`config.mk`:
```
export PLATFORM = sky130hd
export DESIGN_NAME = matrix_keypad_scanner
export DESIGN_NICKNAME = d
export VERILOG_FILES = /design/src/rtl/core/mk_scan_pkg.sv /design/src/rtl/core/matrix_keypad_scanner.sv
export SDC_FILE = /design/constraint.sdc
export NUM_CORES = 1
export LEC_CHECK = 0
export BUFFER_PORTS_ARGS = -buffer_cell sky130_fd_sc_hd__buf_4
export CAP_MARGIN = 30
export CORE_MARGIN = 10
export CORE_UTILIZATION = 42
export DETAILED_ROUTE_END_ITERATION = 8
export SLEW_MARGIN = 20
export SYNTH_ARGS = -nofsm -noshare
export SYNTH_HDL_FRONTEND = slang
export SYNTH_SLANG_ARGS = --single-unit
```
`constraint.sdc`:
```
create_clock -name clk -period 4.09 [get_ports clk]
set_clock_uncertainty 0.15 [all_clocks]
set_input_delay 1.0225 -clock clk [delete_from_list [all_inputs] [get_ports clk]]
set_output_delay 1.0225 -clock clk [all_outputs]
set_load 0.02 [all_outputs]
```
`src/rtl/core/mk_scan_pkg.sv`:
```
`default_nettype none

package mk_scan_pkg;

    localparam int ROW_W     = 4;
    localparam int COL_W     = 3;
    localparam int COL_IDX_W = 2;
    localparam int KEY_BITS  = 12;
    localparam int KEY_IDX_W = 4;
    localparam int ROW_PITCH = 3;
    localparam int CODE_W    = 8;
    localparam int SETTLE_W  = 16;
    localparam int MAP_W     = 48;
    localparam int CFG_IDX_W = 2;

    localparam logic [SETTLE_W-1:0] SETTLE_RESET = 16'd10;

    typedef enum logic [CFG_IDX_W-1:0] {
        CFG_SETTLE_TICKS = 2'd0,
        CFG_MAP_LOW      = 2'd1,
        CFG_MAP_HIGH     = 2'd2
    } cfg_idx_t;

    // byte of the key map for one key, rows 0-1 in the low word, rows 2-3 in the high word
    function automatic logic [CODE_W-1:0] key_code_at(
        input logic [MAP_W-1:0]     map_low,
        input logic [MAP_W-1:0]     map_high,
        input logic [1:0]           row,
        input logic [COL_IDX_W-1:0] col
    );
        logic [MAP_W-1:0] src;
        logic [2:0]       slot;
        src  = row[1] ? map_high : map_low;
        slot = (row[0] ? 3'd3 : 3'd0) + {1'b0, col};
        return src[8*slot +: CODE_W];
    endfunction

endpackage

`default_nettype wire

```
`src/rtl/core/matrix_keypad_scanner.sv`:
```
`default_nettype none
// 4x3 key matrix scanner, one tick per request.
// each accepted request's result is registered in the output register.
// throughput: one request per cycle; in_stall rises only while a result waits under out_stall.
// a full scan takes 1 + COLS * (settle_ticks + 1) requests.
// reset: asynchronous, active low; idle, key maps cleared, settle_ticks back to 10.

module matrix_keypad_scanner #(
    parameter int ROWS = 4,
    parameter int COLS = 3
) (
    input  wire logic                                 clk,
    input  wire logic                                 rst_n,

    input  wire logic                                 cfg_write,
    input  wire logic [mk_scan_pkg::CFG_IDX_W-1:0]    cfg_index,
    input  wire logic [mk_scan_pkg::MAP_W-1:0]        cfg_data,

    input  wire logic                                 in_valid,
    output logic                                      in_stall,
    input  wire logic [mk_scan_pkg::ROW_W-1:0]        row_levels,
    input  wire logic                                 poll_request,

    output logic                                      out_valid,
    input  wire logic                                 out_stall,
    output logic [mk_scan_pkg::COL_W-1:0]             column_drive,
    output logic                                      scan_done,
    output logic [mk_scan_pkg::CODE_W-1:0]            key_code,
    output logic                                      busy_res
);

    localparam logic [mk_scan_pkg::ROW_W-1:0] ROW_MASK =
        mk_scan_pkg::ROW_W'((1 << ROWS) - 1);
    localparam logic [mk_scan_pkg::COL_IDX_W:0] COL_LAST = (mk_scan_pkg::COL_IDX_W + 1)'(COLS);

    logic [mk_scan_pkg::SETTLE_W-1:0]  settle_ticks_reg;
    logic [mk_scan_pkg::MAP_W-1:0]     map_low_reg;
    logic [mk_scan_pkg::MAP_W-1:0]     map_high_reg;

    logic                              scanning_reg, scanning_next;
    logic [mk_scan_pkg::COL_IDX_W-1:0] col_reg, col_next;
    logic [mk_scan_pkg::SETTLE_W-1:0]  count_reg, count_next;
    logic [mk_scan_pkg::KEY_BITS-1:0]  scan_reg, scan_next;
    logic [mk_scan_pkg::KEY_BITS-1:0]  prev_reg, prev_next;

    logic                              out_valid_reg;
    logic [mk_scan_pkg::COL_W-1:0]     column_drive_reg, column_drive_next;
    logic                              scan_done_reg, scan_done_next;
    logic [mk_scan_pkg::CODE_W-1:0]    key_code_reg, key_code_next;
    logic                              busy_reg;

    logic [mk_scan_pkg::ROW_W-1:0]     rows_masked;
    logic [mk_scan_pkg::KEY_BITS-1:0]  sampled;
    logic                              row_hit;
    logic                              finish;
    logic [mk_scan_pkg::KEY_IDX_W-1:0] key_idx;
    logic                              accept;

    assign in_stall = out_valid_reg && out_stall;
    assign accept   = in_valid && !in_stall;

    assign rows_masked = row_levels & ROW_MASK;

    always_comb
    begin
        scanning_next  = scanning_reg;
        col_next       = col_reg;
        count_next     = count_reg;
        scan_next      = scan_reg;
        prev_next      = prev_reg;
        sampled        = scan_reg;
        row_hit        = 1'b0;
        finish         = 1'b0;
        scan_done_next = 1'b0;
        key_code_next  = '0;
        key_idx        = '0;

        if (!scanning_reg)
        begin
            if (poll_request)
            begin
                scanning_next = 1'b1;
                col_next      = '0;
                count_next    = '0;
                scan_next     = '0;
            end
        end
        else if ({1'b0, col_reg} >= COL_LAST)
        begin
            finish = 1'b1;
        end
        else if (count_reg < settle_ticks_reg)
        begin
            count_next = count_reg + 1'b1;
        end
        else
        begin
            // lowest high row wins for this column
            for (int r = 0; r < ROWS; r++)
            begin
                if (rows_masked[2'(r)] && !row_hit)
                begin
                    key_idx          = mk_scan_pkg::KEY_IDX_W'(r * mk_scan_pkg::ROW_PITCH)
                                       + {2'b00, col_reg};
                    sampled[key_idx] = 1'b1;
                    row_hit          = 1'b1;
                end
            end
            count_next = '0;
            col_next   = col_reg + 1'b1;
            scan_next  = sampled;
            if (({1'b0, col_reg} + 1'b1) >= COL_LAST)
            begin
                finish = 1'b1;
            end
        end

        if (finish)
        begin
            // last new press in column-major order
            for (int c = 0; c < COLS; c++)
            begin
                for (int r = 0; r < ROWS; r++)
                begin
                    if (sampled[mk_scan_pkg::KEY_IDX_W'(r * mk_scan_pkg::ROW_PITCH + c)]
                        && !prev_reg[mk_scan_pkg::KEY_IDX_W'(r * mk_scan_pkg::ROW_PITCH + c)])
                    begin
                        key_code_next = mk_scan_pkg::key_code_at(map_low_reg, map_high_reg,
                                            2'(r), mk_scan_pkg::COL_IDX_W'(c));
                    end
                end
            end
            prev_next      = sampled;
            scan_next      = '0;
            scanning_next  = 1'b0;
            col_next       = '0;
            count_next     = '0;
            scan_done_next = 1'b1;
        end

        column_drive_next = scanning_next ? (3'b001 << col_next) : '0;
    end

    always_ff @(posedge clk or negedge rst_n)
    begin
        if (!rst_n)
        begin
            settle_ticks_reg <= mk_scan_pkg::SETTLE_RESET;
            map_low_reg      <= '0;
            map_high_reg     <= '0;
        end
        else if (cfg_write)
        begin
            unique case (cfg_index)
                mk_scan_pkg::CFG_SETTLE_TICKS:
                    settle_ticks_reg <= cfg_data[mk_scan_pkg::SETTLE_W-1:0];
                mk_scan_pkg::CFG_MAP_LOW:
                    map_low_reg <= cfg_data;
                mk_scan_pkg::CFG_MAP_HIGH:
                    map_high_reg <= cfg_data;
                default:
                begin
                    settle_ticks_reg <= settle_ticks_reg;
                end
            endcase
        end
    end

    always_ff @(posedge clk or negedge rst_n)
    begin
        if (!rst_n)
        begin
            scanning_reg <= 1'b0;
            col_reg      <= '0;
            count_reg    <= '0;
            scan_reg     <= '0;
            prev_reg     <= '0;
        end
        else if (accept)
        begin
            scanning_reg <= scanning_next;
            col_reg      <= col_next;
            count_reg    <= count_next;
            scan_reg     <= scan_next;
            prev_reg     <= prev_next;
        end
    end

    always_ff @(posedge clk or negedge rst_n)
    begin
        if (!rst_n)
        begin
            out_valid_reg <= 1'b0;
        end
        else if (accept)
        begin
            out_valid_reg <= 1'b1;
        end
        else if (!out_stall)
        begin
            out_valid_reg <= 1'b0;
        end
    end

    always_ff @(posedge clk)
    begin
        if (accept)
        begin
            column_drive_reg <= column_drive_next;
            scan_done_reg    <= scan_done_next;
            key_code_reg     <= key_code_next;
            busy_reg         <= scanning_next;
        end
    end

    assign out_valid    = out_valid_reg;
    assign column_drive = column_drive_reg;
    assign scan_done    = scan_done_reg;
    assign key_code     = key_code_reg;
    assign busy_res     = busy_reg;

endmodule

`default_nettype wire

```
==> out/qor.txt, run 1 <==
status - finished, final reports clean
Worst-Margin Slew - 941 ps
H-tree levels - 4
Slew Viols, Final - 0
via/cell ratio - 5.37
top cell type's share of synthesized area - 45.3%
Hold Crit Class - reg -> reg
CTS tree - done
number of remaining DRC errors - 0
Buf/Inv on CP - 0
Post-synth EDFFs - 13
Synth Instances - 560
Initial Util - 43.0%
hold_buf cts - 0
sequential share of power - 43.6%
Rel. slew slack - 36.8%
syn avg cell area - 11.3 sq um
most frequent cells in the layout - 114 x dfrtp_1, 76 x buf_4, 74 x mux2_2
most frequent CP cell - nand4_1
hold-critical path depth - 2
cell area after layout - 7660 sq um
Die Span Y - 142 um
Synth-to-Final Area Change - 21.5%
gpl congestion - 0.850
Gate power share - 15.1%
Inserted Clock Buffers - 17
# nets final - 721
routed via count - 4480
final setup fails - 0
largest net degree at the start of global routing - 63
most common cell after layout, fill and taps aside - dfrtp_1
HPWL Detailed - 11000 um
post_cts resized - 0
worst r2r path cells - 9
Synth Register Bits - 129
crit path launch - count_reg[2]
count of final hold-check violations - 0
MaxCap Viol Count - 0
Synth Flop Type - dfrtp_1
net count after synthesis - 643
flip-flop count of the largest register after layout - 48
critical-path cell list - ha_1 -> a211oi_1 -> o21ai_0 -> a32oi_2 -> and2_0 -> o22ai_2 -> a2111oi_4 -> nand4_1 -> nand4_1
Crit Path Max Fanout - 10
I/O pin count - 75
post-route ant nets - 0
1st-pass router iterations - 4
postcts setup bufs - 0
critical path class - reg -> reg
final worst path period share - 87.8%
initial antenna violation count - 0
Power Internal - 2.72 mW
Crit. End Element - flip-flop
CORE AREA - 14600 sq um
register area share after synthesis - 52.3%
layout cell share with drive strength beyond 1 - 31.5%
Rows - 44
cell at the slowest stage of the critical path - a2111oi_4
GRT Total Usage - 15.5%
crit-path max cell delay - 600 ps
Clock transition at path regs - 50 ps
Worst Setup EP - key_code[5]
clock share of power - 41.3%
WL/cell - 17.9 um
Async SR Flop Fraction - 89.9%
switching share of power - 26.5%
WP data required - 4220 ps
CP Depth - 9
RSZ-0062 raised after global routing - no
max frequency - 0.278 GHz
grt ovf - 0
Leak - 3.36 nW
Ant. Diodes - 0
Yosys cell types - 56
flop2flop setup slack - 500 ps
Post-Syn Area - 6300 sq um
final WL - 15000 um
Yosys top cell by area - dfrtp_1
pwr/cell area - 483 nW/um^2
DP Worst Slack - 557 ps
clock sinks - 129
Clock Latency Late Sink - 420 ps
Die ar. - 20300 sq um
global-route wire length before repair - 24600 um
FF-to-FF Start - count_reg[2]
Final Power - 3.70 mW
synth top area cells - dfrtp_1 45%, mux2_2 13%, edfxtp_1 6.2%
placed cell area - 7040 sq um
DRT iter0 DRCs - 185
sw power - 0.981 mW
RR Endpoint - key_code[5]
hold slack - 339 ps
setup_tns - 0 ps
IO Port Bufs - 72
WP data arrival - 3720 ps
Synth warnings - 0
top cell family by delay on the critical path - compound AO/OA/AOI/OAI gates
CTS Root Cell - clkbuf_16
post-route worst setup slack - 498 ps
peak supply drop - 310 uV
Die Width - 142 um
type of element launching the critical path - flip-flop
CTS max path bufs - 2
vias in the first global route - 4703
min cycle time layout - 3590 ps
[synthesized netlist by cell type, types with 2 or more instances]
cell type,instances
a2111oi_4,2
a211oi_1,3
a21boi_0,2
a21o_1,3
a21oi_1,17
a21oi_2,3
a31oi_1,5
a32oi_1,8
and2_1,2
and3_1,4
buf_1,2
buf_2,3
clkbuf_1,11
dfrtp_1,114
dfstp_2,2
edfxtp_1,13
ha_1,23
inv_1,31
mux2_2,74
nand2_1,44
nand2b_1,9
nand3_1,27
nand3b_1,2
nand4_1,19
nor2_1,39
nor2b_1,9
nor3_1,5
nor4_1,2
o211ai_1,9
o21ai_0,35
o31ai_1,2
xnor2_1,4
xor2_1,9
[through the flow]
stage | util [%] | instances
detailed placement | 48.1 | 802
floorplan | - | 560
global placement | 48.1 | 802
finish | 52.3 | 835
CTS | 52.2 | 834
global route | 52.3 | 835
[metal layers]
layer / wire, um / vias up / track usage, %
met5: 0 / - / 0
met4: 165 / 0 / 5.37
met3: 834 / 13 / 4.94
met2: 6870 / 87 / 23.7
met1: 7080 / 2200 / 20.2
li1: - / 2180 / -
[worst reg2reg max path, delay by kind of cell (launching register included)]
kind / cells / cell delay, ps
AO/OA/AOI/OAI: 5 / 1730
AND/OR/NAND/NOR: 3 / 820
flip-flops: 1 / 440
adder cells (fa/ha/maj): 1 / 320
[logic make-up (layout without fill, tap and decap cells)]
family | Yosys count | after routing | synth area share (%)
adders and majority gates | 23 | 23 | 4.57
muxes | 74 | 74 | 13.2
DFF | 129 | 129 | 52.3
buffers and inverters | 49 | 140 | 3.16
and+or+nand+nor | 170 | 170 | 13.3
xor gates and xnor gates | 13 | 13 | 1.81
AOI/OAI and AO/OA | 102 | 102 | 11.6
[worst min-delay path by stage]
| stage | end | slack (ps) | start |
|---|---|---|---|
| floorplan | prev_reg[4] | 290 | prev_reg[4] |
| global placement | prev_reg[4] | 310 | prev_reg[4] |
| detailed placement | prev_reg[0] | 330 | prev_reg[0] |
| CTS | prev_reg[0] | 340 | prev_reg[0] |
| global route | map_high_reg[3] | 360 | map_high_reg[3] |
| finish | prev_reg[4] | 340 | prev_reg[4] |
[layout make-up]
cell class / count / area [sq um]
sequential: 129 / 3300
clock buffer: 21 / 482
multi-input combinational: 382 / 2810
timing repair buffer: 77 / 591
inverter: 31 / 116
fill: 1318 / 6990
clock inverter: 11 / 128
tap: 184 / 230
[power groups by stage]
| stage | logic, mW | clock network (mW) | registers, mW |
|---|---|---|---|
| 2_1_floorplan | 0.370 | 0 | 1.60 |
| 4_1_cts | 0.564 | 1.56 | 1.61 |
| 6_report | 0.557 | 1.53 | 1.61 |
| 5_1_grt | 0.627 | 1.62 | 1.64 |
| 3_3_place_gp | 0.543 | 0 | 1.62 |
| 3_5_place_dp | 0.562 | 0 | 1.63 |
Note: power is estimated with default switching activity, not from simulation.
==> inputs of run 2 (changes only) <==
--- a/config.mk
+++ b/config.mk
@@ -5,11 +5,11 @@
 export SDC_FILE = /design/constraint.sdc
 export NUM_CORES = 1
 export LEC_CHECK = 0
-export BUFFER_PORTS_ARGS = -buffer_cell sky130_fd_sc_hd__buf_4
 export CAP_MARGIN = 30
 export CORE_MARGIN = 10
 export CORE_UTILIZATION = 42
 export DETAILED_ROUTE_END_ITERATION = 8
+export DONT_BUFFER_PORTS = 1
 export SLEW_MARGIN = 20
 export SYNTH_ARGS = -nofsm -noshare
 export SYNTH_HDL_FRONTEND = slang
==> run 2 against run 1 <==
  * Cell area fell by 7.2%
  * Core utilization fell by 3.8 points
  * Wire length fell by 2.5%
  * Fmax fell by 1.8%
  * Non-clock buffer count fell by 70
  * Combinational power fell by 19%
  * Sequential cell count did not move
  * Via count fell by 6.2%
  * First-iteration DRC count rose by 38%
  * Power fell by 3.5%
  * Die area did not move
  * Clock-buffer cell count rose by 2
  * Critical path type unchanged
  * Critical endpoint unchanged
==> out/qor.txt, run 2 (synthesis gave the netlist of run 1 again) <==
I/O pin count - 75
Clock transition at path regs - 60 ps
Crit Path Max Fanout - 10
Core Util, Final - 48.5%
Power Internal - 2.65 mW
Rel. slew slack - 40.9%
sequential share of power - 45.6%
clock share of power - 41.7%
FF-to-FF Start - count_reg[2]
Die Span Y - 142 um
Clock Latency Late Sink - 420 ps
Die Width - 142 um
CORE AREA - 14600 sq um
max frequency - 0.273 GHz
CTS tree - done
status - finished, final reports clean
GRT Total Usage - 14.7%
most common cell after layout, fill and taps aside - dfrtp_1
Worst-Margin Slew - 884 ps
final WL - 14600 um
Rows - 44
via/cell ratio - 5.50
Synth-to-Final Area Change - 12.7%
H-tree levels - 4
Ant. Diodes - 0
multi-input logic area - 2810 sq um
type of element launching the critical path - flip-flop
crit path launch - count_reg[2]
clock sinks - 129
1st-pass router iterations - 4
IO Port Bufs - 0
CTS max path bufs - 2
critical path class - reg -> reg
initial antenna violation count - 0
layout cell share with drive strength beyond 1 - 23.3%
# nets final - 651
sw power - 0.915 mW
pwr/cell area - 502 nW/um^2
Hold Crit Class - in -> async
Fillers - 1329
Crit. End Element - flip-flop
peak supply drop - 318 uV
grt ovf - 0
flip-flop count of the largest register after layout - 48
Final Power - 3.57 mW
Slew Viols, Final - 0
WP data arrival - 3790 ps
setup_tns - 0 ps
Initial Util - 43.0%
final setup fails - 0
HPWL Detailed - 10700 um
gpl congestion - 0.819
count of final hold-check violations - 0
MaxCap Viol Count - 0
CTS Root Cell - clkbuf_16
post_cts resized - 0
final worst path period share - 89.4%
Gate power share - 12.7%
min cycle time layout - 3660 ps
hold slack - 150 ps
WP data required - 4220 ps
flop2flop setup slack - 430 ps
RSZ-0062 raised after global routing - no
Die ar. - 20300 sq um
Leak - 3.03 nW
post-route ant nets - 0
largest net degree at the start of global routing - 117
switching share of power - 25.7%
routed via count - 4204
postcts setup bufs - 0
WL/cell - 19.1 um
number of remaining DRC errors - 0
FF/Latch Area - 3300 sq um
vias in the first global route - 4334
DRT iter0 DRCs - 256
Inserted Clock Buffers - 17
most frequent cells in the layout - 114 x dfrtp_1, 74 x mux2_2, 44 x nand2_1
global-route wire length before repair - 23300 um
hold_buf cts - 0
==> run 2: cell count changes in the layout (fill, tap and decap cells not counted), sizes merged <==
cell,delta
buf,-70
bufinv,-1
clkbuf,+2
clkinv,+1
clkinvlp,-2
inv,-1
==> run 2: stage by stage <==
stage / worst slack [ps] / cell area (sq um) / instances
2_1_floorplan: 942 / 6300 / 560
3_3_place_gp: 565 / 6500 / 732
3_5_place_dp: 502 / 6500 / 732
4_1_cts: 482 / 7100 / 763
5_1_grt: 205 / 7100 / 764
6_report: 432 / 7100 / 764
==> run 2: power groups by stage <==
stage / registers, mW / clock network, mW / logic (mW)
finish: 1.63 / 1.49 / 0.452
global route: 1.65 / 1.57 / 0.510
detailed placement: 1.65 / 0 / 0.452
floorplan: 1.60 / 0 / 0.370
global placement: 1.64 / 0 / 0.432
CTS: 1.63 / 1.52 / 0.455
==> run 2: area by class of cell <==
class	instances	share of cell area (%)
flip-flops and latches	129	46.4
repair buffers	7	0.740
well taps	184	3.24
multi-input cells	382	39.6
clock inverters	8	1.06
inverters	31	1.64
clock buffers	23	7.31
==> run 2: worst max-delay path, stage by stage (launching register included) <==
cell and delay, ps:
dfrtp_1 450, ha_1 320, a211oi_1 220, o21ai_0 150, a32oi_2 460, and2_0 410, o22ai_2 290, a2111oi_4 620
nand4_1 270, nand4_1 160
==> run 2: worst paths after layout <==
check / end / depth (start not counted)
setup / recovery: key_code[5] / 9
hold reg to reg: prev_reg[4] / 2
min in group clk: prev_reg[4] / 2
hold / removal: scan_reg[2] / 0
setup reg to reg: key_code[5] / 9
max in group asynchronous: settle_ticks_reg[3] / 0
==> run 2: metal layers <==
metal | GRT usage, % | wire (um) | vias to the layer above
met2 | 22.7 | 6730 | 80
met3 | 5.61 | 874 | 13
met4 | 4.34 | 179 | 0
met1 | 18.8 | 6790 | 2082
li1 | - | - | 2029
met5 | 0 | 0 | -
==> inputs of run 3 (changes only) <==
--- a/config.mk
+++ b/config.mk
@@ -7,9 +7,10 @@
 export LEC_CHECK = 0
 export CAP_MARGIN = 30
 export CORE_MARGIN = 10
-export CORE_UTILIZATION = 42
+export CORE_UTILIZATION = 64
 export DETAILED_ROUTE_END_ITERATION = 8
 export DONT_BUFFER_PORTS = 1
+export PLACE_DENSITY = 0.8
 export SLEW_MARGIN = 20
 export SYNTH_ARGS = -nofsm -noshare
 export SYNTH_HDL_FRONTEND = slang
==> run 3 against run 2 <==
  * Combinational power increased by 3%
  * Setup slack got worse by 68 ps
  * Core utilization increased by 24 points
  * Hold slack got worse by 120 ps
  * Sequential cell count unchanged
  * Critical path depth unchanged
  * Sequential share of layout area increased by 0.29 points
  * Clock-buffer cell count unchanged
  * Largest power group unchanged
==> out/qor.txt, run 3 (synthesis gave the netlist of run 1 again) <==
status - finished, final reports clean
Initial Util - 65.1%
final worst path period share - 91.1%
DP Worst Slack - 449 ps
DRT iter0 DRCs - 367
max frequency - 0.268 GHz
Die ar. - 14200 sq um
hold_buf cts - 0
most common cell after layout, fill and taps aside - dfrtp_1
# nets final - 651
Die Span Y - 119 um
Inserted Clock Buffers - 17
type of element launching the critical path - flip-flop
Ant. Diodes - 0
postcts setup bufs - 0
IO Port Bufs - 0
Slew Viols, Final - 0
RSZ-0062 raised after global routing - no
most frequent cells in the layout - 114 x dfrtp_1, 74 x mux2_2, 44 x nand2_1
via/cell ratio - 6.18
post-route worst setup slack - 363 ps
WL/cell - 21.0 um
CTS Root Cell - clkbuf_8
Hold Crit Class - in -> async
initial antenna violation count - 0
count of final hold-check violations - 0
GRT Total Usage - 21.4%
Leak - 3.03 nW
hold slack - 34.0 ps
Crit Path Max Fanout - 10
Synth-to-Final Area Change - 12.0%
setup_tns - 0 ps
flip-flop count of the largest register after layout - 48
Die Width - 119 um
layout cell share with drive strength beyond 1 - 23.1%
Clock Latency Late Sink - 530 ps
global-route wire length before repair - 24100 um
post_cts resized - 0
vias in the first global route - 4591
critical path class - reg -> reg
grt ovf - 0
Clock transition at path regs - 60 ps
pwr/cell area - 518 nW/um^2
1st-pass router iterations - 4
WP data arrival - 3970 ps
I/O pin count - 75
Final Power - 3.65 mW
Rows - 36
min cycle time layout - 3730 ps
peak supply drop - 339 uV
CTS max path bufs - 2
gpl congestion - 0.845
CTS tree - done
post-route ant nets - 0
Crit. End Element - flip-flop
HPWL Detailed - 10500 um
Worst-Margin Slew - 871 ps
clock sinks - 129
WP data required - 4340 ps
largest net degree at the start of global routing - 117
number of remaining DRC errors - 0
CORE AREA - 9680 sq um
Rel. slew slack - 41.8%
H-tree levels - 4
MaxCap Viol Count - 0
routed via count - 4412
final WL - 15000 um
final setup fails - 0
-- run 3: cell count changes in the layout (fill, tap and decap cells not counted) --
cell	delta
bufinv_16	+2
clkbuf_1	+2
clkbuf_16	-1
clkbuf_8	-1
clkinv_4	-1
-- run 3: final timing paths --
kind | from | endpoint | slack (ps) | cells past startpoint
setup / recovery | count_reg[2] | key_code[4] | 360 | 9
hold / removal | rst_n | out_valid | 30 | 0
setup reg to reg | count_reg[2] | key_code[4] | 360 | 9
hold reg to reg | prev_reg[0] | prev_reg[0] | 340 | 2
max in group asynchronous | rst_n | settle_ticks_reg[1] | 3500 | 0
min in group clk | prev_reg[0] | prev_reg[0] | 340 | 2
-- run 3: final cells by class --
| cell class | count | area [sq um] |
|---|---|---|
| clock buffers | 23 | 488 |
| clock inverters | 9 | 126 |
| fillers | 659 | 2630 |
| inverters | 31 | 116 |
| multi-input cells | 382 | 2810 |
| flip-flops and latches | 129 | 3300 |
| well taps | 133 | 166 |
| repair buffers | 7 | 52.6 |
-- run 3: routing by layer --
layer  wire (um)  vias to the layer above  track usage, %
li1            -                     2021               -
met1        6140                     2223            24.6
met2        7540                      137            35.8
met3        1000                       31            8.12
met4         317                        0            7.48
met5           0                        -               0
-- run 3: through the flow --
stage	utilization, %	area, sq um	std cells
2_1_floorplan	-	6300	560
3_3_place_gp	66.5	6440	681
3_5_place_dp	66.5	6440	681
4_1_cts	72.8	7050	713
5_1_grt	72.9	7060	714
6_report	72.9	7060	714
-- run 3: worst max-delay path, stage by stage, from the launching register on --
cell       delay (ps)
dfrtp_1           460
ha_1              330
a211oi_1          270
o21ai_0           190
a32oi_2           510
and2_0            420
o22ai_2           300
a2111oi_4         600
nand4_1           230
nand4_1           140
-- run 3: where the power goes --
part	leakage (nW)	internal, mW	switching (mW)	total, mW
registers	1.55	1.49	0.142	1.63
clock network	0.303	1.01	0.544	1.55
logic	1.18	0.215	0.250	0.465
total	3.03	2.72	0.936	3.65
